$ cat config.mk
export PLATFORM = sky130hd
export DESIGN_NAME = differential_drive_odometry
export DESIGN_NICKNAME = d
export VERILOG_FILES = /design/src/rtl/core/ddo_pkg.sv /design/src/rtl/core/differential_drive_odometry.sv
export SDC_FILE = /design/constraint.sdc
export NUM_CORES = 2
export LEC_CHECK = 0
export ABC_AREA = 0
export ABC_CLOCK_PERIOD_IN_PS = 13750
export BUFFER_PORTS_ARGS = -buffer_cell sky130_fd_sc_hd__buf_2
export CAP_MARGIN = 20
export CORE_MARGIN = 2
export CORE_UTILIZATION = 40
export CTS_BUF_LIST = sky130_fd_sc_hd__clkbuf_8
export CTS_CLUSTER_SIZE = 30
export DETAILED_ROUTE_END_ITERATION = 6
export SLEW_MARGIN = 20
export SYNTH_ARGS = -nofsm -noshare
export SYNTH_HDL_FRONTEND = slang
export SYNTH_SLANG_ARGS = --single-unit
export TNS_END_PERCENT = 10
$ cat constraint.sdc
create_clock -name aclk -period 13.75 [get_ports aclk]
set_input_delay 2.75 -clock aclk [delete_from_list [all_inputs] [get_ports aclk]]
set_output_delay 2.75 -clock aclk [all_outputs]
set_load 0.01 [all_outputs]
$ cat src/rtl/core/ddo_pkg.sv
// Shared constants, state type and arctangent table for the odometry block.
`timescale 1ns / 1ps
`default_nettype none

package ddo_pkg;

    localparam int CORDIC_STEPS_DEF = 24;
    localparam int FRAC_BITS_DEF    = 16;

    localparam int COUNT_W   = 16;
    localparam int POS_W     = 32;
    localparam int ANG_W     = 32;
    localparam int CFG_W     = 32;
    localparam int CFG_IDX_W = 1;

    // The shared multiplier is 24 by 32 bits unsigned.
    localparam int MUL_A_W = 24;
    localparam int MUL_B_W = 32;
    localparam int PROD_W  = MUL_A_W + MUL_B_W;
    localparam int MAG_W   = 2 * MUL_A_W;
    localparam int SUM_W   = PROD_W + 1;

    // CORDIC datapath width, with headroom above the Q2.30 values.
    localparam int CW = 34;
    localparam logic signed [CW-1:0] CORDIC_X0 = 34'sd652032874;

    localparam logic [CFG_W-1:0] MPC_RESET  = 32'd113320;
    localparam logic [CFG_W-1:0] GAIN_RESET = 32'd2550626170;

    localparam logic [CFG_IDX_W-1:0] REG_METRES_PER_COUNT = 1'b0;
    localparam logic [CFG_IDX_W-1:0] REG_HEADING_GAIN     = 1'b1;

    localparam logic REQ_CLEAR = 1'b0;

    typedef enum logic [3:0] {
        ST_IDLE,
        ST_SUM_MUL,
        ST_DIF_MUL,
        ST_HEAD_LO,
        ST_HEAD_HI,
        ST_HEAD_SUM,
        ST_ROT_INIT,
        ST_ROT,
        ST_QUAD,
        ST_ADV_LO,
        ST_ADV_HI,
        ST_ADV_SUM,
        ST_DONE
    } ddo_state_t;

    // Arctangent of 2^-idx in binary angle units (2^32 per turn).
    function automatic logic [ANG_W-1:0] atan_lut(input logic [4:0] idx);
        logic [ANG_W-1:0] v;
        case (idx)
            5'd0:  v = 32'd536870912;
            5'd1:  v = 32'd316933406;
            5'd2:  v = 32'd167458907;
            5'd3:  v = 32'd85004756;
            5'd4:  v = 32'd42667331;
            5'd5:  v = 32'd21354465;
            5'd6:  v = 32'd10679838;
            5'd7:  v = 32'd5340245;
            5'd8:  v = 32'd2670163;
            5'd9:  v = 32'd1335087;
            5'd10: v = 32'd667544;
            5'd11: v = 32'd333772;
            5'd12: v = 32'd166886;
            5'd13: v = 32'd83443;
            5'd14: v = 32'd41722;
            5'd15: v = 32'd20861;
            5'd16: v = 32'd10430;
            5'd17: v = 32'd5215;
            5'd18: v = 32'd2608;
            5'd19: v = 32'd1304;
            5'd20: v = 32'd652;
            5'd21: v = 32'd326;
            5'd22: v = 32'd163;
            5'd23: v = 32'd81;
            5'd24: v = 32'd41;
            5'd25: v = 32'd20;
            5'd26: v = 32'd10;
            5'd27: v = 32'd5;
            5'd28: v = 32'd3;
            5'd29: v = 32'd1;
            5'd30: v = 32'd1;
            default: v = 32'd0;
        endcase
        return v;
    endfunction

endpackage

`default_nettype wire

$ cat src/rtl/core/differential_drive_odometry.sv
// Differential drive odometry: pose tracker with a shared multiplier and serial CORDIC.
`timescale 1ns / 1ps
`default_nettype none

// This block tracks the pose of a two-wheel robot by dead reckoning. An item with
// req_type 0 clears x, y and heading to zero; an item with req_type 1 brings the
// signed left and right encoder counts of one interval. Travel is counts times
// metres_per_count (Q0.32); the heading changes by the left minus right travel
// times heading_gain, and the position advances by the mean travel along the
// heading at the middle of the interval. Positions are signed Q16.16 (FRAC_BITS
// fraction bits) and saturate; heading is a 32-bit binary angle that wraps.
// Every item returns one pose. A travel item runs the CORDIC rotation, one
// micro-rotation per cycle through one shift-and-add unit, and eight passes
// through the single 24x32 multiplier before the next item can be accepted; a
// clear item goes straight to the output step. The finished pose sits in an
// output register, so the next item can be accepted while it waits to be taken;
// a later pose that finishes while that register is still full holds the block
// until the waiting pose is taken.
// Configuration writes are always accepted and must only be issued while idle.
module differential_drive_odometry #(
    parameter int CORDIC_STEPS = ddo_pkg::CORDIC_STEPS_DEF,
    parameter int FRAC_BITS    = ddo_pkg::FRAC_BITS_DEF
) (
    input  wire                                    aclk,
    input  wire                                    aresetn,

    input  wire                                    cfg_valid,
    output logic                                   cfg_ready,
    input  wire  [ddo_pkg::CFG_IDX_W-1:0]          cfg_index,
    input  wire  [ddo_pkg::CFG_W-1:0]              cfg_data,

    input  wire                                    s_valid,
    output logic                                   s_ready,
    input  wire                                    s_req_type,
    input  wire  signed [ddo_pkg::COUNT_W-1:0]     s_left_count,
    input  wire  signed [ddo_pkg::COUNT_W-1:0]     s_right_count,

    output logic                                   m_valid,
    input  wire                                    m_ready,
    output logic signed [ddo_pkg::POS_W-1:0]       m_pos_x,
    output logic signed [ddo_pkg::POS_W-1:0]       m_pos_y,
    output logic        [ddo_pkg::ANG_W-1:0]       m_heading
);

    import ddo_pkg::*;

    // Step counter wide enough for every micro-rotation index.
    localparam int IW = $clog2(CORDIC_STEPS);
    // The scaled step is the combined product shifted down by 63 - FRAC_BITS;
    // the low 24 bits were already dropped when the partial products were summed.
    localparam int ADV_SHIFT = 63 - FRAC_BITS - MUL_A_W;
    localparam int EXT_W = SUM_W + 1;

    // Sequencer state.
    ddo_state_t state_reg, state_next;

    // Configuration registers.
    logic [CFG_W-1:0] mpc_reg, mpc_next;
    logic [CFG_W-1:0] gain_reg, gain_next;

    // Pose.
    logic [POS_W-1:0] x_reg, x_next;
    logic [POS_W-1:0] y_reg, y_next;
    logic [ANG_W-1:0] head_reg, head_next;

    // Item operands and intermediate results.
    logic signed [COUNT_W-1:0] left_reg, left_next;
    logic signed [COUNT_W-1:0] right_reg, right_next;
    logic [PROD_W-1:0]         prod_reg, prod_next;
    logic [MUL_B_W-1:0]        acc_reg, acc_next;
    logic [MAG_W-1:0]          s_mag_reg, s_mag_next;
    logic [MAG_W-1:0]          t_mag_reg, t_mag_next;
    logic                      s_neg_reg, s_neg_next;
    logic                      t_neg_reg, t_neg_next;
    logic [ANG_W-1:0]          mid_reg, mid_next;
    logic [1:0]                quad_reg, quad_next;
    logic                      sel_y_reg, sel_y_next;

    // CORDIC registers.
    logic signed [CW-1:0] cx_reg, cx_next;
    logic signed [CW-1:0] cy_reg, cy_next;
    logic signed [CW-1:0] cz_reg, cz_next;
    logic [IW-1:0]        step_reg, step_next;
    logic signed [CW-1:0] cos_reg, cos_next;
    logic signed [CW-1:0] sin_reg, sin_next;

    // Output register.
    logic             out_valid_reg, out_valid_next;
    logic [POS_W-1:0] out_x_reg, out_x_next;
    logic [POS_W-1:0] out_y_reg, out_y_next;
    logic [ANG_W-1:0] out_h_reg, out_h_next;

    // Combinational datapath.
    logic                      in_fire;
    logic                      out_free;
    logic signed [COUNT_W:0]   wsum;
    logic signed [COUNT_W:0]   wdif;
    logic [COUNT_W:0]          wsum_mag;
    logic [COUNT_W:0]          wdif_mag;
    logic [MUL_A_W-1:0]        mul_a;
    logic [MUL_B_W-1:0]        mul_b;
    logic [SUM_W-1:0]          psum;
    logic [ANG_W-1:0]          full_raw;
    logic [ANG_W-1:0]          half_raw;
    logic [ANG_W-1:0]          full_turn;
    logic [ANG_W-1:0]          half_turn;
    logic [ANG_W-1:0]          quad_add;
    logic [1:0]                quad_new;
    logic [ANG_W-1:0]          rest;
    logic signed [CW-1:0]      xs;
    logic signed [CW-1:0]      ys;
    logic signed [CW-1:0]      atan_val;
    logic signed [CW-1:0]      trig;
    logic                      trig_neg;
    logic [CW-1:0]             trig_abs;
    logic [SUM_W-1:0]          dstep;
    logic signed [EXT_W-1:0]   dsigned;
    logic signed [EXT_W-1:0]   pose_ext;
    logic signed [EXT_W-1:0]   pose_sum;
    logic [POS_W-1:0]          pose_sat;
    logic [POS_W-1:0]          pose_old;

    assign in_fire  = s_valid && s_ready;
    assign out_free = !out_valid_reg || m_ready;

    assign cfg_ready = 1'b1;
    assign m_valid   = out_valid_reg;
    assign m_pos_x   = out_x_reg;
    assign m_pos_y   = out_y_reg;
    assign m_heading = out_h_reg;

    // Wheel sum and difference, and their magnitudes.
    assign wsum     = {left_reg[COUNT_W-1], left_reg} + {right_reg[COUNT_W-1], right_reg};
    assign wdif     = {left_reg[COUNT_W-1], left_reg} - {right_reg[COUNT_W-1], right_reg};
    assign wsum_mag = wsum[COUNT_W] ? (COUNT_W+1)'(-wsum) : wsum;
    assign wdif_mag = wdif[COUNT_W] ? (COUNT_W+1)'(-wdif) : wdif;

    // Sum of the high partial product and the carried-down low partial product.
    assign psum = {1'b0, prod_reg} + SUM_W'(acc_reg);

    // Heading change and half change, both modulo a full turn.
    assign full_raw  = psum[ANG_W+7:8];
    assign half_raw  = psum[ANG_W+8:9];
    assign full_turn = t_neg_reg ? (ANG_W)'(-full_raw) : full_raw;
    assign half_turn = t_neg_reg ? (ANG_W)'(-half_raw) : half_raw;

    // Nearest quarter turn and the rest within an eighth turn.
    assign quad_add = mid_reg + 32'h2000_0000;
    assign quad_new = quad_add[ANG_W-1:ANG_W-2];
    assign rest     = mid_reg - {quad_new, {(ANG_W-2){1'b0}}};

    // One micro-rotation: arithmetic shifts round toward minus infinity.
    assign xs       = cx_reg >>> step_reg;
    assign ys       = cy_reg >>> step_reg;
    assign atan_val = CW'(atan_lut(5'(step_reg)));

    // Cosine or sine for the axis being advanced.
    assign trig     = sel_y_reg ? sin_reg : cos_reg;
    assign trig_neg = trig[CW-1];
    assign trig_abs = trig_neg ? CW'(-trig) : trig;

    // Position step, signed, then added with saturation to the signed range.
    assign dstep    = psum >> ADV_SHIFT;
    assign dsigned  = (s_neg_reg ^ trig_neg) ? -$signed({1'b0, dstep})
                                             :  $signed({1'b0, dstep});
    assign pose_old = sel_y_reg ? y_reg : x_reg;
    assign pose_ext = EXT_W'($signed(pose_old));
    assign pose_sum = pose_ext + dsigned;

    always_comb begin
        if (!pose_sum[EXT_W-1] && (pose_sum[EXT_W-2:POS_W-1] != '0)) begin
            pose_sat = {1'b0, {(POS_W-1){1'b1}}};
        end else if (pose_sum[EXT_W-1] && (pose_sum[EXT_W-2:POS_W-1] != '1)) begin
            pose_sat = {1'b1, {(POS_W-1){1'b0}}};
        end else begin
            pose_sat = pose_sum[POS_W-1:0];
        end
    end

    // Next state.
    always_comb begin
        state_next = state_reg;
        case (state_reg)
            ST_IDLE: begin
                if (in_fire) begin
                    state_next = (s_req_type == REQ_CLEAR) ? ST_DONE : ST_SUM_MUL;
                end
            end
            ST_SUM_MUL:  state_next = ST_DIF_MUL;
            ST_DIF_MUL:  state_next = ST_HEAD_LO;
            ST_HEAD_LO:  state_next = ST_HEAD_HI;
            ST_HEAD_HI:  state_next = ST_HEAD_SUM;
            ST_HEAD_SUM: state_next = ST_ROT_INIT;
            ST_ROT_INIT: state_next = ST_ROT;
            ST_ROT: begin
                if (step_reg == IW'(CORDIC_STEPS - 1)) begin
                    state_next = ST_QUAD;
                end
            end
            ST_QUAD:     state_next = ST_ADV_LO;
            ST_ADV_LO:   state_next = ST_ADV_HI;
            ST_ADV_HI:   state_next = ST_ADV_SUM;
            ST_ADV_SUM:  state_next = sel_y_reg ? ST_DONE : ST_ADV_LO;
            ST_DONE: begin
                if (out_free) begin
                    state_next = ST_IDLE;
                end
            end
            default:     state_next = ST_IDLE;
        endcase
    end

    // Datapath and outputs.
    always_comb begin
        s_ready        = (state_reg == ST_IDLE);
        mul_a          = '0;
        mul_b          = '0;

        mpc_next       = mpc_reg;
        gain_next      = gain_reg;
        x_next         = x_reg;
        y_next         = y_reg;
        head_next      = head_reg;
        left_next      = left_reg;
        right_next     = right_reg;
        acc_next       = acc_reg;
        s_mag_next     = s_mag_reg;
        t_mag_next     = t_mag_reg;
        s_neg_next     = s_neg_reg;
        t_neg_next     = t_neg_reg;
        mid_next       = mid_reg;
        quad_next      = quad_reg;
        sel_y_next     = sel_y_reg;
        cx_next        = cx_reg;
        cy_next        = cy_reg;
        cz_next        = cz_reg;
        step_next      = step_reg;
        cos_next       = cos_reg;
        sin_next       = sin_reg;
        out_valid_next = out_valid_reg;
        out_x_next     = out_x_reg;
        out_y_next     = out_y_reg;
        out_h_next     = out_h_reg;

        if (cfg_valid) begin
            case (cfg_index)
                REG_METRES_PER_COUNT: mpc_next  = cfg_data;
                REG_HEADING_GAIN:     gain_next = cfg_data;
                default: ;
            endcase
        end

        if (out_valid_reg && m_ready) begin
            out_valid_next = 1'b0;
        end

        case (state_reg)
            ST_IDLE: begin
                if (in_fire) begin
                    left_next  = s_left_count;
                    right_next = s_right_count;
                    if (s_req_type == REQ_CLEAR) begin
                        x_next    = '0;
                        y_next    = '0;
                        head_next = '0;
                    end
                end
            end
            ST_SUM_MUL: begin
                mul_a      = MUL_A_W'(wsum_mag);
                mul_b      = mpc_reg;
                s_neg_next = wsum[COUNT_W];
                t_neg_next = wdif[COUNT_W];
            end
            ST_DIF_MUL: begin
                mul_a      = MUL_A_W'(wdif_mag);
                mul_b      = mpc_reg;
                s_mag_next = prod_reg[MAG_W-1:0];
            end
            ST_HEAD_LO: begin
                mul_a      = prod_reg[MUL_A_W-1:0];
                mul_b      = gain_reg;
                t_mag_next = prod_reg[MAG_W-1:0];
            end
            ST_HEAD_HI: begin
                mul_a    = t_mag_reg[MAG_W-1:MUL_A_W];
                mul_b    = gain_reg;
                acc_next = prod_reg[PROD_W-1:MUL_A_W];
            end
            ST_HEAD_SUM: begin
                // The midpoint uses the heading before this interval's change.
                mid_next  = head_reg + half_turn;
                head_next = head_reg + full_turn;
            end
            ST_ROT_INIT: begin
                quad_next = quad_new;
                cx_next   = CORDIC_X0;
                cy_next   = '0;
                cz_next   = CW'($signed(rest));
                step_next = '0;
            end
            ST_ROT: begin
                if (!cz_reg[CW-1]) begin
                    cx_next = cx_reg - ys;
                    cy_next = cy_reg + xs;
                    cz_next = cz_reg - atan_val;
                end else begin
                    cx_next = cx_reg + ys;
                    cy_next = cy_reg - xs;
                    cz_next = cz_reg + atan_val;
                end
                step_next = step_reg + 1'b1;
            end
            ST_QUAD: begin
                case (quad_reg)
                    2'd0: begin
                        cos_next = cx_reg;
                        sin_next = cy_reg;
                    end
                    2'd1: begin
                        cos_next = -cy_reg;
                        sin_next = cx_reg;
                    end
                    2'd2: begin
                        cos_next = -cx_reg;
                        sin_next = -cy_reg;
                    end
                    default: begin
                        cos_next = cy_reg;
                        sin_next = -cx_reg;
                    end
                endcase
                sel_y_next = 1'b0;
            end
            ST_ADV_LO: begin
                mul_a = s_mag_reg[MUL_A_W-1:0];
                mul_b = trig_abs[MUL_B_W-1:0];
            end
            ST_ADV_HI: begin
                mul_a    = s_mag_reg[MAG_W-1:MUL_A_W];
                mul_b    = trig_abs[MUL_B_W-1:0];
                acc_next = prod_reg[PROD_W-1:MUL_A_W];
            end
            ST_ADV_SUM: begin
                if (sel_y_reg) begin
                    y_next = pose_sat;
                end else begin
                    x_next = pose_sat;
                end
                sel_y_next = 1'b1;
            end
            ST_DONE: begin
                if (out_free) begin
                    out_valid_next = 1'b1;
                    out_x_next     = x_reg;
                    out_y_next     = y_reg;
                    out_h_next     = head_reg;
                end
            end
            default: ;
        endcase

        prod_next = PROD_W'(mul_a) * PROD_W'(mul_b);
    end

    always_ff @(posedge aclk) begin
        if (!aresetn) begin
            state_reg     <= ST_IDLE;
            mpc_reg       <= MPC_RESET;
            gain_reg      <= GAIN_RESET;
            x_reg         <= '0;
            y_reg         <= '0;
            head_reg      <= '0;
            out_valid_reg <= 1'b0;
        end else begin
            state_reg     <= state_next;
            mpc_reg       <= mpc_next;
            gain_reg      <= gain_next;
            x_reg         <= x_next;
            y_reg         <= y_next;
            head_reg      <= head_next;
            out_valid_reg <= out_valid_next;
        end
    end

    always_ff @(posedge aclk) begin
        left_reg  <= left_next;
        right_reg <= right_next;
        prod_reg  <= prod_next;
        acc_reg   <= acc_next;
        s_mag_reg <= s_mag_next;
        t_mag_reg <= t_mag_next;
        s_neg_reg <= s_neg_next;
        t_neg_reg <= t_neg_next;
        mid_reg   <= mid_next;
        quad_reg  <= quad_next;
        sel_y_reg <= sel_y_next;
        cx_reg    <= cx_next;
        cy_reg    <= cy_next;
        cz_reg    <= cz_next;
        step_reg  <= step_next;
        cos_reg   <= cos_next;
        sin_reg   <= sin_next;
        out_x_reg <= out_x_next;
        out_y_reg <= out_y_next;
        out_h_reg <= out_h_next;
    end

endmodule

`default_nettype wire

==> results.ini <==
[worst_setup_path]
cp-end-kind=flop
reg2reg_depth=43
path_class=reg -> reg
reg2reg_from=right_reg[0]
reg2reg_to=prod_reg[55]
critPathArrivalTime_ns=13.35
cpMaxStageDelayCell=nor2_2
cp_common_cell=fa_1
cp-start-kind=flop
max_stage_delay_ns=0.97
rrSetupSlack_ns=1.15
cp.required_ns=14.50
path_max_fanout=16

[synth]
ys_types=95
ys_warn_count=0
synth_compound_area_frac=0.151
syn_nets=9667
async_flop_share=0
ys_ff_latch=693
muxShareOfSynthArea=0.0550
synthXorXnorAreaFrac=0.0646
synth-adder-area-share=0.258
synth-seq-area-share=0.243
synth_top_family_by_area=adder cells
synth_edf_count=442
synthCells=8446
synth_top_flop_cell=edfxtp_1
synthSimpleGateAreaFrac=0.154
syn_avg_cell_area_um2=8.90
syn_area_mm2=0.0752

[timing]
finalSetupViolCount=0
post-route-worst-setup-slack_ns=1.15
finalMaxSlewViolations=0
grt_setup_unrepaired=no
fin_crit_sh=0.916
tightest_slew_ns=1.19
min_period_ns=12.60
hold_viol_final=0
tns_ns=0
clock.fmax_mhz=79.4
max_slew_margin=0.206
skew_ns=0.114

[floorplan]
ios=170
rows=159
start_util=0.402
core_area_mm2=0.187
die_h_um=438
die_x_um=438
fp.dieArea_mm2=0.191

[cts]
cts_buffer_depth=3
clockRootBuffer=clkbuf_8
clock_latency_ns=0.95
cts.htree.levels=3
hold_buffers=0
path_clk_slew_ns=0.07
cts_tree=yes
clock-sinks=693
cts_post_setup_buffers_inserted=0
cts-resized-gates=0
numCtsBuffers=119

[placed_design]
post-place-ws_ns=1.30
gp_congestion=0.982
port_buffers=168
hpwlAfterDp_mm=182

[routing]
remaining_drc_errors=0
routed_wl_mm=236
via_per_inst=5.67
drt_iter0_markers=5621
ant_nets=0
first_pass_iters=6
post_drt_wl_per_cell_um=21.4
num_vias=62400

[layout]
multi_input_area_mm2=0.0517
num-nets-final=9630
area_growth_pct=8.04
largest_reg_flops=56
seq_area_mm2=0.0183
fillers=18300
drive_above_1_share=0.0928

[global_routing]
track_usage=0.243
antenna_found_initial=9
grt_overflow=0
grt_pass1_vias=61400
grt_pass1_wl_mm=363
grt_max_degree=98

[pwr]
p_comb_frac=0.713
p_int_uw=7910
pwr-share-seq=0.170
cellLeakagePower_uw=0.0346
p_switching_uw=9280
power_density_mw_per_mm2=212
peakVddDrop_mv=0.231
switching_share=0.540
clockPowerShare=0.117

[min_path]
hold_end=m_heading[5]
hold_start=head_reg[5]
hp-class=reg -> reg
hold_path_depth=0

[job]
cap_violations=0

[outcome]
outcome=finished, final reports clean

## critical path: cells and delay by family, from the launching register on
family | cells | cell delay, ns
adders and majority gates | 10 | 4.62
AOI/OAI and AO/OA | 20 | 4.79
DFF | 1 | 0.40
buffers and inverters | 6 | 0.89
and+or+nand+nor | 5 | 1.45
xor gates and xnor gates | 2 | 0.30
## cell usage in the layout, fill, tap and decap left out, types with 138 or more instances in the layout
master,count
nand2_1,1040
inv_1,1026
nor2_1,677
fa_1,666
a21oi_1,527
ha_1,484
edfxtp_1,442
o21ai_0,329
xnor2_1,322
dfxtp_1,251
xor2_1,229
buf_2,168
nand3_1,138
## cell families after synthesis
kind of cell,count (synthesis)
AOI/OAI and AO/OA,1762
xor gates and xnor gates,554
adders and majority gates,1150
buffers and inverters,1458
DFF,693
muxes,261
other,1
and+or+nand+nor,2567
## synthesized netlist by cell type, types with 57 or more instances
cell type | number | area [um2]
clkbuf_1 | 389 | 1460
nand2b_1 | 78 | 488
mux4_2 | 115 | 2590
o21a_1 | 78 | 586
ha_1 | 484 | 6060
and2_1 | 80 | 500
a221o_1 | 74 | 741
nand3_1 | 139 | 696
a21o_1 | 129 | 968
a22oi_1 | 57 | 428
edfxtp_1 | 442 | 13300
fa_1 | 666 | 13300
nand2_1 | 1040 | 3900
nor3_1 | 125 | 626
o21ai_0 | 337 | 1690
mux2i_1 | 81 | 811
nor2b_1 | 85 | 532
mux2_2 | 65 | 732
dfxtp_1 | 251 | 5020
nor2_1 | 688 | 2580
xor2_1 | 229 | 2010
a31oi_1 | 108 | 676
xnor2_1 | 324 | 2840
inv_1 | 997 | 3740
a21oi_1 | 529 | 2650
and3_1 | 69 | 432
## power groups by stage
stage	clock, uW	sequential [uW]	combinational (uW)
floorplan	0	2830	8290
global placement	0	2950	12000
detailed placement	0	2960	12000
CTS	2060	2920	12200
global route	2150	2950	13500
finish	2020	2920	12300
## final cells by class
type | count | share of cell area
timing repair buffer | 301 | 0.0229
inverter | 999 | 0.0462
multi-input combinational | 6295 | 0.636
clock buffer | 130 | 0.0220
sequential | 693 | 0.225
clock inverter | 98 | 0.00916
antenna | 5 | 0.000154
tap | 2495 | 0.0384
## worst max-delay path by stage
stage / start / endpoint / depth (start not counted)
detailed placement: right_reg[0] / prod_reg[55] / 43
finish: right_reg[0] / prod_reg[55] / 43
floorplan: sel_y_reg / prod_reg[55] / 46
global placement: left_reg[0] / prod_reg[55] / 44
CTS: right_reg[0] / prod_reg[55] / 43
global route: right_reg[0] / prod_reg[55] / 45
## per-layer routing
metal / vias up / track usage / wire (um)
li1: 28800 / - / -
met1: 31000 / 0.330 / 102000
met2: 2220 / 0.400 / 111000
met3: 411 / 0.0281 / 14400
met4: 2 / 0.0863 / 8790
met5: - / 0 / 13
## through the flow
step	cells	hold WS [ns]	power [uW]	utilization	cell area (um2)
floorplan	8446	0.406	11100	-	75200
global placement	10800	0.443	14900	0.420	78600
detailed placement	10800	0.441	15000	0.420	78700
CTS	11000	0.451	17200	0.434	81200
global route	11000	0.464	18600	0.434	81200
finish	11000	0.438	17200	0.434	81200
(Power assumes the default switching activity.)
